### config.mk
export PLATFORM = sky130hd
export DESIGN_NAME = heart_rate_lag_estimator_unit
export DESIGN_NICKNAME = d
export VERILOG_FILES = /design/src/rtl/hrle_pkg.sv /design/src/rtl/heart_rate_lag_estimator_unit.sv
export VERILOG_INCLUDE_DIRS = /design/src /design/src/rtl
export SDC_FILE = /design/constraint.sdc
export NUM_CORES = 2
export LEC_CHECK = 0
export BUFFER_PORTS_ARGS = -buffer_cell sky130_fd_sc_hd__buf_2
export CAP_MARGIN = 10
export CORE_MARGIN = 3
export CORE_UTILIZATION = 28
export CTS_BUF_LIST = sky130_fd_sc_hd__clkbuf_4 sky130_fd_sc_hd__clkbuf_8
export CTS_CLUSTER_SIZE = 20
export DETAILED_ROUTE_END_ITERATION = 7
export PLACE_DENSITY = 0.47
export SYNTH_ARGS = -nofsm -noshare
export SYNTH_HDL_FRONTEND = slang
export SYNTH_SLANG_ARGS = --single-unit
### constraint.sdc
create_clock -name aclk -period 10.3 [get_ports aclk]
set_input_delay 3.09 -clock aclk [delete_from_list [all_inputs] [get_ports aclk]]
set_output_delay 3.09 -clock aclk [all_outputs]
set_load 0.005 [all_outputs]
### src/rtl/heart_rate_lag_estimator_unit_macros.svh
// Assertion macros for the heart rate lag estimator.
`ifndef HEART_RATE_LAG_ESTIMATOR_UNIT_MACROS_SVH
`define HEART_RATE_LAG_ESTIMATOR_UNIT_MACROS_SVH

`ifndef SYNTHESIS

`define HRLE_ASSERT_IMP(lbl, ante, cons, msg) \
    lbl: assert property (@(posedge aclk) disable iff (!aresetn) (ante) |-> (cons)) \
        else $error(msg);

`define HRLE_ASSERT_NXT(lbl, ante, cons, msg) \
    lbl: assert property (@(posedge aclk) disable iff (!aresetn) (ante) |=> (cons)) \
        else $error(msg);

`else

`define HRLE_ASSERT_IMP(lbl, ante, cons, msg)

`define HRLE_ASSERT_NXT(lbl, ante, cons, msg)

`endif

`endif

### src/rtl/hrle_pkg.sv
// Types, constants and the rate table of the heart rate lag estimator.
`timescale 1ns / 1ps

package hrle_pkg;

    localparam int SAMPLE_W = 8;
    localparam int LAG_W    = 6;
    localparam int HI_W     = 7;
    localparam int RATE_W   = 11;
    localparam int CONF_W   = 7;
    localparam int SQ_W     = 16;
    localparam int SCORE_W  = 31;

    localparam logic FUNC_PUSH     = 1'b0;
    localparam logic FUNC_ESTIMATE = 1'b1;

    localparam logic CFG_MIN_LAG = 1'b0;
    localparam logic CFG_MAX_LAG = 1'b1;

    localparam logic [LAG_W-1:0]   RESET_MIN_LAG = 6'd7;
    localparam logic [HI_W-1:0]    RESET_MAX_LAG = 7'd37;
    localparam logic [HI_W-1:0]    LAG_CEILING   = 7'd64;
    localparam logic [SCORE_W-1:0] START_SCORE   = 31'h7FFF_FFFF;
    localparam logic [SCORE_W-1:0] CONF_DIVISOR  = 31'd600;
    localparam logic [CONF_W-1:0]  CONF_BASE     = 7'd120;
    localparam logic [CONF_W-1:0]  CONF_MAX      = 7'd100;

    // 60000 ms per minute over 40 ms per sample tick, divided by the lag
    localparam logic [RATE_W-1:0] RATE_TABLE [64] = '{
        11'd0,    11'd1500, 11'd750,  11'd500,  11'd375,  11'd300,  11'd250,  11'd214,
        11'd187,  11'd166,  11'd150,  11'd136,  11'd125,  11'd115,  11'd107,  11'd100,
        11'd93,   11'd88,   11'd83,   11'd78,   11'd75,   11'd71,   11'd68,   11'd65,
        11'd62,   11'd60,   11'd57,   11'd55,   11'd53,   11'd51,   11'd50,   11'd48,
        11'd46,   11'd45,   11'd44,   11'd42,   11'd41,   11'd40,   11'd39,   11'd38,
        11'd37,   11'd36,   11'd35,   11'd34,   11'd34,   11'd33,   11'd32,   11'd31,
        11'd31,   11'd30,   11'd30,   11'd29,   11'd28,   11'd28,   11'd27,   11'd27,
        11'd26,   11'd26,   11'd25,   11'd25,   11'd25,   11'd24,   11'd24,   11'd23
    };

endpackage

### src/rtl/heart_rate_lag_estimator_unit.sv
// Heart rate lag estimator: sample ring and squared difference lag search.
`timescale 1ns / 1ps

// A push request (func 0) stores one sample byte in a DEPTH-entry ring and is taken with no
// result, leaving the unit ready. An estimate request (func 1) scores each lag from min_lag (0 read
// as 1) to max_lag-1 (max_lag capped at 64) as the sum of squared differences over DEPTH-max_lag
// sample pairs, and returns the best lag (the lower lag on a tie), 1500/lag and a confidence of
// 120 - score/600 clamped to 0..100. One subtract-square-accumulate pipeline fed by a two-read
// ring memory handles one sample pair per cycle, and the confidence quotient is then found by
// repeated subtraction before the result is registered. The reset setup scores 30 lags over
// 91 pairs. After reset a clearing pass zeroes the ring before the first request is taken;
// configuration writes are taken at any time.
module heart_rate_lag_estimator_unit
    import hrle_pkg::*;
#(
    parameter int DEPTH = 128
) (
    input  logic                aclk,
    input  logic                aresetn,

    input  logic                cfg_wr_en,
    input  logic                cfg_index,
    input  logic [HI_W-1:0]     cfg_wr_data,

    input  logic                s_valid,
    output logic                s_ready,
    input  logic                s_func,
    input  logic [SAMPLE_W-1:0] s_sample,

    output logic                m_valid,
    input  logic                m_ready,
    output logic [RATE_W-1:0]   m_rate_bpm,
    output logic [CONF_W-1:0]   m_confidence,
    output logic [LAG_W-1:0]    m_best_lag
);

    localparam int AW = $clog2(DEPTH);

    typedef enum logic [2:0] {
        ST_CLEAR,
        ST_IDLE,
        ST_LAG_START,
        ST_ISSUE,
        ST_DRAIN,
        ST_CONF,
        ST_OUT
    } state_t;

    state_t               state_reg;
    logic [SAMPLE_W-1:0]  ring [DEPTH];
    logic [AW-1:0]        clr_ptr_reg;
    logic [AW-1:0]        wp_reg;
    logic [LAG_W-1:0]     min_lag_reg;
    logic [HI_W-1:0]      max_lag_reg;

    logic [LAG_W-1:0]     lag_reg;
    logic [HI_W-1:0]      hi_reg;
    logic [AW-1:0]        window_reg;
    logic [AW-1:0]        cnt_reg;
    logic [AW-1:0]        newer_reg;
    logic [AW-1:0]        older_reg;

    logic [SAMPLE_W-1:0]  rd_new_reg;
    logic [SAMPLE_W-1:0]  rd_old_reg;
    logic                 rd_vld_reg;
    logic [SQ_W-1:0]      sq_reg;
    logic                 sq_vld_reg;
    logic [SCORE_W-1:0]   acc_reg;

    logic [SCORE_W-1:0]   best_score_reg;
    logic [LAG_W-1:0]     best_lag_reg;
    logic [SCORE_W-1:0]   rem_reg;
    logic [CONF_W-1:0]    conf_cnt_reg;

    logic [RATE_W-1:0]    rate_bpm_reg;
    logic [CONF_W-1:0]    confidence_reg;
    logic [LAG_W-1:0]     out_lag_reg;

    logic                 in_accept;
    logic                 push_accept;
    logic                 ring_we;
    logic [AW-1:0]        ring_waddr;
    logic [SAMPLE_W-1:0]  ring_wdata;
    logic [LAG_W-1:0]     lo_eff;
    logic [HI_W-1:0]      hi_eff;
    logic [AW-1:0]        lag_ext;
    logic [AW-1:0]        older_start;
    logic [AW-1:0]        newer_inc;
    logic [AW-1:0]        older_inc;
    logic [AW-1:0]        wp_inc;
    logic signed [SAMPLE_W:0]     diff;
    logic signed [2*SAMPLE_W+1:0] prod;
    logic                 better;
    logic [SCORE_W-1:0]   score_min;
    logic [LAG_W-1:0]     lag_min;
    logic [HI_W-1:0]      lag_succ;

    assign s_ready      = (state_reg == ST_IDLE);
    assign m_valid      = (state_reg == ST_OUT);
    assign m_rate_bpm   = rate_bpm_reg;
    assign m_confidence = confidence_reg;
    assign m_best_lag   = out_lag_reg;

    assign in_accept   = s_valid && s_ready;
    assign push_accept = in_accept && (s_func == FUNC_PUSH);

    assign ring_we    = (state_reg == ST_CLEAR) || push_accept;
    assign ring_waddr = (state_reg == ST_CLEAR) ? clr_ptr_reg : wp_reg;
    assign ring_wdata = (state_reg == ST_CLEAR) ? '0 : s_sample;

    assign lo_eff = (min_lag_reg == '0) ? LAG_W'(1) : min_lag_reg;
    assign hi_eff = (max_lag_reg > LAG_CEILING) ? LAG_CEILING : max_lag_reg;

    assign lag_ext     = AW'(lag_reg);
    assign older_start = (wp_reg >= lag_ext) ? (wp_reg - lag_ext)
                                             : (wp_reg + AW'(DEPTH) - lag_ext);
    assign newer_inc   = (newer_reg == AW'(DEPTH - 1)) ? '0 : newer_reg + 1'b1;
    assign older_inc   = (older_reg == AW'(DEPTH - 1)) ? '0 : older_reg + 1'b1;
    assign wp_inc      = (wp_reg == AW'(DEPTH - 1)) ? '0 : wp_reg + 1'b1;

    assign diff = $signed({1'b0, rd_new_reg}) - $signed({1'b0, rd_old_reg});
    assign prod = diff * diff;

    assign better    = (acc_reg < best_score_reg);
    assign score_min = better ? acc_reg : best_score_reg;
    assign lag_min   = better ? lag_reg : best_lag_reg;
    assign lag_succ  = HI_W'(lag_reg) + 1'b1;

    always_ff @(posedge aclk) begin
        if (ring_we) begin
            ring[ring_waddr] <= ring_wdata;
        end
        if (state_reg == ST_ISSUE) begin
            rd_new_reg <= ring[newer_reg];
            rd_old_reg <= ring[older_reg];
        end
    end

    always_ff @(posedge aclk) begin
        if (!aresetn) begin
            state_reg   <= ST_CLEAR;
            clr_ptr_reg <= '0;
            wp_reg      <= '0;
            min_lag_reg <= RESET_MIN_LAG;
            max_lag_reg <= RESET_MAX_LAG;
            rd_vld_reg  <= 1'b0;
            sq_vld_reg  <= 1'b0;
        end else begin
            if (cfg_wr_en) begin
                unique case (cfg_index)
                    CFG_MIN_LAG: min_lag_reg <= cfg_wr_data[LAG_W-1:0];
                    CFG_MAX_LAG: max_lag_reg <= cfg_wr_data;
                endcase
            end

            rd_vld_reg <= (state_reg == ST_ISSUE);
            sq_vld_reg <= rd_vld_reg;
            if (rd_vld_reg) begin
                sq_reg <= prod[SQ_W-1:0];
            end
            if (state_reg == ST_LAG_START) begin
                acc_reg <= '0;
            end else if (sq_vld_reg) begin
                acc_reg <= acc_reg + SCORE_W'(sq_reg);
            end

            unique case (state_reg)
                ST_CLEAR: begin
                    clr_ptr_reg <= clr_ptr_reg + 1'b1;
                    if (clr_ptr_reg == AW'(DEPTH - 1)) begin
                        state_reg <= ST_IDLE;
                    end
                end
                ST_IDLE: begin
                    if (push_accept) begin
                        wp_reg <= wp_inc;
                    end else if (in_accept) begin
                        lag_reg        <= lo_eff;
                        hi_reg         <= hi_eff;
                        window_reg     <= AW'(DEPTH) - AW'(hi_eff);
                        best_score_reg <= START_SCORE;
                        best_lag_reg   <= '0;
                        rem_reg        <= START_SCORE;
                        conf_cnt_reg   <= CONF_BASE;
                        if (HI_W'(lo_eff) >= hi_eff) begin
                            state_reg <= ST_CONF;
                        end else begin
                            state_reg <= ST_LAG_START;
                        end
                    end
                end
                ST_LAG_START: begin
                    newer_reg <= wp_reg;
                    older_reg <= older_start;
                    cnt_reg   <= '0;
                    if (window_reg == '0) begin
                        state_reg <= ST_DRAIN;
                    end else begin
                        state_reg <= ST_ISSUE;
                    end
                end
                ST_ISSUE: begin
                    newer_reg <= newer_inc;
                    older_reg <= older_inc;
                    cnt_reg   <= cnt_reg + 1'b1;
                    if (cnt_reg == window_reg - 1'b1) begin
                        state_reg <= ST_DRAIN;
                    end
                end
                ST_DRAIN: begin
                    if (!rd_vld_reg && !sq_vld_reg) begin
                        best_score_reg <= score_min;
                        best_lag_reg   <= lag_min;
                        if (lag_succ < hi_reg) begin
                            lag_reg   <= lag_succ[LAG_W-1:0];
                            state_reg <= ST_LAG_START;
                        end else begin
                            rem_reg   <= score_min;
                            state_reg <= ST_CONF;
                        end
                    end
                end
                ST_CONF: begin
                    if ((rem_reg >= CONF_DIVISOR) && (conf_cnt_reg != '0)) begin
                        rem_reg      <= rem_reg - CONF_DIVISOR;
                        conf_cnt_reg <= conf_cnt_reg - 1'b1;
                    end else begin
                        confidence_reg <= (conf_cnt_reg > CONF_MAX) ? CONF_MAX : conf_cnt_reg;
                        rate_bpm_reg   <= RATE_TABLE[best_lag_reg];
                        out_lag_reg    <= best_lag_reg;
                        state_reg      <= ST_OUT;
                    end
                end
                ST_OUT: begin
                    if (m_ready) begin
                        state_reg <= ST_IDLE;
                    end
                end
            endcase
        end
    end

`include "heart_rate_lag_estimator_unit_macros.svh"

    `HRLE_ASSERT_IMP(a_result_blocks_input, m_valid, !s_ready, "request taken while result waits")
    `HRLE_ASSERT_NXT(a_estimate_busy, in_accept && (s_func == FUNC_ESTIMATE), !s_ready, "estimate did not start")
    `HRLE_ASSERT_NXT(a_push_single_cycle, push_accept, s_ready, "push did not finish in one cycle")
    `HRLE_ASSERT_IMP(a_rate_matches_lag, m_valid, (m_best_lag == '0) == (m_rate_bpm == '0), "rate and lag disagree")
    `HRLE_ASSERT_IMP(a_confidence_range, m_valid, m_confidence <= CONF_MAX, "confidence above ceiling")

endmodule

## Word-level counts from Yosys, hierarchy flattened

Memory sizes are Yosys's and may differ from the RTL's. A register that Yosys moved wholly into a read port is not among the register bits.
Cells that the tools add are included.
W data, S select, Z words.

| word-level totals | value |
|---|---|
| register bits | 208 |
| latch bits | 0 |
| memory bits (writable) | 1,024 |
| memory bits (read-only) | 704 |
| input port bits | 22 |
| output and inout port bits | 26 |
| word-level logic and storage cells | 147 |
| memories kept | 2 |

Memory list:

| memory | depth | bits a word | read ports | clocked after memory_dff | write ports | line | source |
|---|---|---|---|---|---|---|---|
| ring | 128 | 8 | 2 | 2 | 1 | heart_rate_lag_estimator_unit.sv:50 | `logic [SAMPLE_W-1:0] ring [DEPTH];` |
| (no name shown) | 64 | 11 | 1 | 1 | 0 | heart_rate_lag_estimator_unit.sv:229 | `rate_bpm_reg <= RATE_TABLE[best_lag_reg];` |

| operators by class | value |
|---|---|
| $add $sub $neg | 13 |
| multiply operators | 1 |
| div/mod/pow operators | 0 |
| magnitude comparators | 6 |
| equal/unequal tests | 22 |
| shifts and indexed selects | 0 |
| mux-type cells | 47 |
| bitwise operators | 5 |
| reductions and logical operators | 30 |

Operators with widths:

| cell | number |
|---|---|
| $mux W31 | 8 |
| $pmux W31 S3 | 1 |
| $pmux W31 S2 | 1 |
| $mux W7 | 8 |
| $pmux W7 S2 | 4 |
| $mux W6 | 9 |
| $add A7 B1 Y7 const B | 5 |
| $add A31 B16 Y31 | 1 |
| $ge A31 B10 Y1 const B | 1 |
| $lt A31 B31 Y1 | 1 |
| $sub A31 B10 Y31 const B | 1 |
| $mux W3 | 10 |
| $eq A7 B7 Y1 const B | 4 |
| $pmux W6 S2 | 2 |
| $pmux W3 S7 | 1 |
| $mul A9 B9 Y16 | 1 |
| $gt A7 B7 Y1 const B | 2 |
| $ne A2 B2 Y1 const B | 7 |
| $reduce_and A7 Y1 | 2 |
| $sub A7 B1 Y7 const B | 2 |
| $reduce_and A2 Y1 | 6 |
| $reduce_and A6 Y1 | 2 |
| $reduce_and A5 Y1 | 2 |
| $eq A3 B3 Y1 const B | 3 |
| other kinds (25) | 40 |

## Depth between registers and ports, before layout

| depth | value |
|---|---|
| depth in word-level cells | 7 |
| depth in mapped cells | 27 |
| gate-level depth less buffers | 27 |

## Least setup slack after synthesis

OpenSTA, ideal clock, no wires.

| timing | value |
|---|---|
| path kind | input to register |
| start | input s_sample[7] |
| end | memory ring[0][7] (data pin) |
| setup time | 0.825 ns |
| data arrival time | 6.203 ns |
| data required time | 9.475 ns |
| slack | 3.272 ns |
| stages on the path | 1 |
| path buffers | 0 |
| cell sequence | nor2b_1 |

| on the way | value |
|---|---|
| longest elaborated chain between the ends | 1 |

Ends and longest elaborated chain:

| what | line | source |
|---|---|---|
| start: declaration | heart_rate_lag_estimator_unit.sv:28 | `input logic [SAMPLE_W-1:0] s_sample,` |
| $mux W8 | heart_rate_lag_estimator_unit.sv:109 | `assign ring_wdata = (state_reg == ST_CLEAR) ? '0 : s_sample;` |
| end: declaration | heart_rate_lag_estimator_unit.sv:50 |  |

No other way between the ends.

## Final worst setup path

| timing | value |
|---|---|
| start | register rd_new_reg[1], read port of ring |
| end | register sq_reg[14] (data pin) |

| on the way | value |
|---|---|
| longest elaborated chain between the ends | 2 |

Ends and longest elaborated chain:

| what | line | source |
|---|---|---|
| start: declaration | heart_rate_lag_estimator_unit.sv:63 | `logic [SAMPLE_W-1:0] rd_new_reg;` |
| $sub A8 B8 Y9 | heart_rate_lag_estimator_unit.sv:121 | `assign diff = $signed({1'b0, rd_new_reg}) - $signed({1'b0, rd_old_reg});` |
| $mul A9 B9 Y16 | heart_rate_lag_estimator_unit.sv:122 | `assign prod = diff * diff;` |
| net prod[14] | heart_rate_lag_estimator_unit.sv:92 | `logic signed [2*SAMPLE_W+1:0] prod;` |
| end signal: assignment | heart_rate_lag_estimator_unit.sv:159 | `sq_reg <= prod[SQ_W-1:0];` |
| end: declaration | heart_rate_lag_estimator_unit.sv:66 | `logic [SQ_W-1:0] sq_reg;` |

The timed path passes the listed nets, and every way through them passes these cells.
A chain may end at the register's enable or synchronous reset.

==> metrics.yaml <==
final_layout:
  final_nets: 4151
  drive_gt1_share_pct: 26.9
  synthToLayoutAreaGrowth_pct: 12.5
  num-fill-cells: 21900
  seq_area_mm2: 0.0374
  regMostFlops: "ring"
  largest_register_ffs: 1024
  multi_input_area_mm2: 0.0247
  instances_no_fill: 7103
clock_tree:
  cts-root-buf: "clkbuf_8"
  clock-sinks: 1257
  cts_tree: "yes"
  clkLatencyLatePin_ns: 0.96
  cts_htree_levels: 4
  ctsResizeCount: 0
  numCtsBuffers: 206
  clock_path_buffers: 3
  cts_hold_buf: 0
  path_clk_slew_ns: 0.06
  cts_setup_buffers: 0
route:
  drc: 0
  vias_per_cell: 5.19
  totalWireLength_mm: 192
  num_vias: 36900
  dr.pass1.iters: 5
  wire_per_inst_um: 27.1
  ant_nets: 0
  initialDrtViolationCount: 3501
floorplanning:
  core-area_mm2: 0.225
  die_height_um: 482
  io_pins: 48
  die_area_mm2: 0.233
  rows: 174
  die_w_um: 482
  initial_core_util_pct: 28.2
synthesis:
  ys_seq_area_share_pct: 58.9
  ys_ff_latch: 1257
  synth_edf_count: 1225
  synthTopCellsByArea: "edfxtp_1 (58%), mux4_2 (21%), ha_1 (2.6%)"
  async_flop_share_pct: 0
  synth.net_count: 4044
  syn_inst: 3840
  synth.top_cell.area_share_pct: 57.9
  ys_warn_count: 0
  avgSynthCellArea_um2: 16.5
  synth.distinct_cells: 76
  synth_ff_type: "edfxtp_1"
  yosysTopAreaCell: "edfxtp_1"
  syn-cell-area_mm2: 0.0635
place:
  dp.cells: 6730
  globalplace.congestion: 0.849
  dp_hpwl_mm: 125
  port_buffers: 47
timing:
  tightest_slew_ns: 1.20
  post-route-period-util_pct: 64.5
  rsz0062_at_grt: "no"
  tns_ns: 0
  max_freq_mhz: 151
  min_period_ns: 6.64
  hold_viol: 0
  finalClockSkew_ns: 0.0579
  finalSetupViolCount: 0
  drv_slew: 0
  timing.slew.headroom_pct: 19.7
worst_setup_path:
  worst-setup-path-type: "flip-flop to flip-flop"
  critPathLaunchType: "flip-flop"
  required_ns: 11.01
  arrival_ns: 7.35
  end_kind: "flip-flop"
  path_max_fanout: 10
global_route:
  grt_pass1_wl_mm: 278
  grt_overflow: 0
  groute.usage.overall_pct: 16.5
  antenna_found_initial: 8
  grt_max_degree: 102
  grt_pass1_vias: 37500
pwr:
  leakagePower_nw: 23.3
  ir_drop_v: 0.000649
  totalPowerFinal_w: 0.0187
  power_density_mw_per_mm2: 261
flow_run:
  drv_cap: 0
worst_hold_path:
  hold_path_class: "flip-flop to flip-flop"
status:
  status: "complete, no violations"
## layout by cell type, fill, tap and decap left out, types with 18 or more instances in the layout
master,Yosys,final
a211oi_1,18,18
a21oi_1,98,96
a22oi_1,74,74
and2_1,20,20
buf_2,49,47
buf_4,1,79
clkbuf_4,0,71
clkbuf_8,0,208
clkinv_1,2,55
clkinv_2,0,20
dfxtp_1,32,32
edfxtp_1,1225,1225
fa_1,50,50
ha_1,132,132
inv_1,157,157
mux2i_1,92,92
mux4_2,602,602
nand2_1,233,233
nand2b_1,23,21
nand3_1,59,59
nand4_1,33,33
nor2_1,273,269
nor2b_1,33,25
nor3_1,40,37
o211ai_1,19,19
o21ai_0,57,53
xnor2_1,89,89
xor2_1,38,38
## logic make-up (layout without fill, tap and decap cells)
kind of cell,after synthesis,in the layout,synth area share (%)
XOR/XNOR,127,127,1.75
buffers and inverters,398,666,2.47
adder cells (fa/ha/maj),182,182,4.17
AO/OA/AOI/OAI,385,385,4.02
AND/OR/NAND/NOR,782,782,5.64
flip-flops,1257,1257,58.9
multiplexers,709,709,23.1
other,0,3,0
## path summary, 6_finish.rpt
kind / slack, ns / to / from / cells after the start
setup / recovery: 3.66 / sq_reg[14] / rd_new_reg[1] / 22
hold / removal: 0.49 / min_lag_reg[0] / min_lag_reg[0] / 2
setup reg to reg: 3.66 / sq_reg[14] / rd_new_reg[1] / 22
hold reg to reg: 0.49 / min_lag_reg[0] / min_lag_reg[0] / 2
## where the power goes
part | switching (W) | internal, W | total (W)
clock network | 0.00213 | 0.00224 | 0.00437
logic | 0.00446 | 0.00330 | 0.00776
registers | 0.000129 | 0.00642 | 0.00655
## synthesized netlist by cell type, drive strengths merged, types with 8 or more instances
master / n
a2111oi: 8
a211oi: 18
a21o: 17
a21oi: 99
a22oi: 74
a31oi: 12
a32oi: 8
and2: 20
and3: 12
buf: 103
clkbuf: 134
dfxtp: 32
edfxtp: 1225
fa: 50
ha: 132
inv: 159
mux2: 15
mux2i: 92
mux4: 602
nand2: 233
nand2b: 23
nand3: 59
nand3b: 8
nand4: 33
nor2: 273
nor2b: 33
nor3: 40
o211ai: 19
o21a: 11
o21ai: 59
o21bai: 9
o31ai: 12
or3: 11
xnor2: 89
xor2: 38
## metal layers
layer,wire (µm),GRT usage [%]
met1,83900,23.0
met2,89700,25.8
met3,14100,3.87
met4,4740,4.23
met5,0,0
## worst max-delay path: stages, from the launching register on
cell and delay (ns):
edfxtp_1 0.42, ha_1 0.30, nor2b_1 0.14, o2111ai_1 0.21, nor4b_1 0.35, nor3_1 0.11
nor2b_1 0.60, nand2_1 0.23, fa_1 0.53, fa_1 0.53, inv_1 0.06, fa_1 0.49
fa_1 0.49, inv_1 0.05, fa_1 0.50, inv_1 0.04, ha_1 0.31, inv_1 0.07
o21bai_1 0.09, a2111o_1 0.44, a31o_2 0.24, a21oi_1 0.16, xnor2_1 0.08
## area by class of cell
| type | instances | area share, % |
|---|---|---|
| Antenna cell | 3 | 0.0105 |
| Clock buffer | 279 | 4.75 |
| Clock inverter | 90 | 0.809 |
| Inverter | 161 | 0.846 |
| Multi-Input combinational cell | 2185 | 34.5 |
| Sequential cell | 1257 | 52.4 |
| Tap cell | 2992 | 5.24 |
| Timing Repair Buffer | 136 | 1.44 |
## through the flow
stage	hold slack [ns]	cell area, µm²	setup slack, ns	utilization [%]
floorplan	0.424	63500	3.27	-
global placement	0.464	67500	3.64	29.9
detailed placement	0.464	67500	3.59	29.9
CTS	0.487	71400	3.63	31.7
global route	0.511	71500	3.12	31.7
finish	0.487	71500	3.66	31.7
Note: power is estimated with default switching activity, not from simulation.
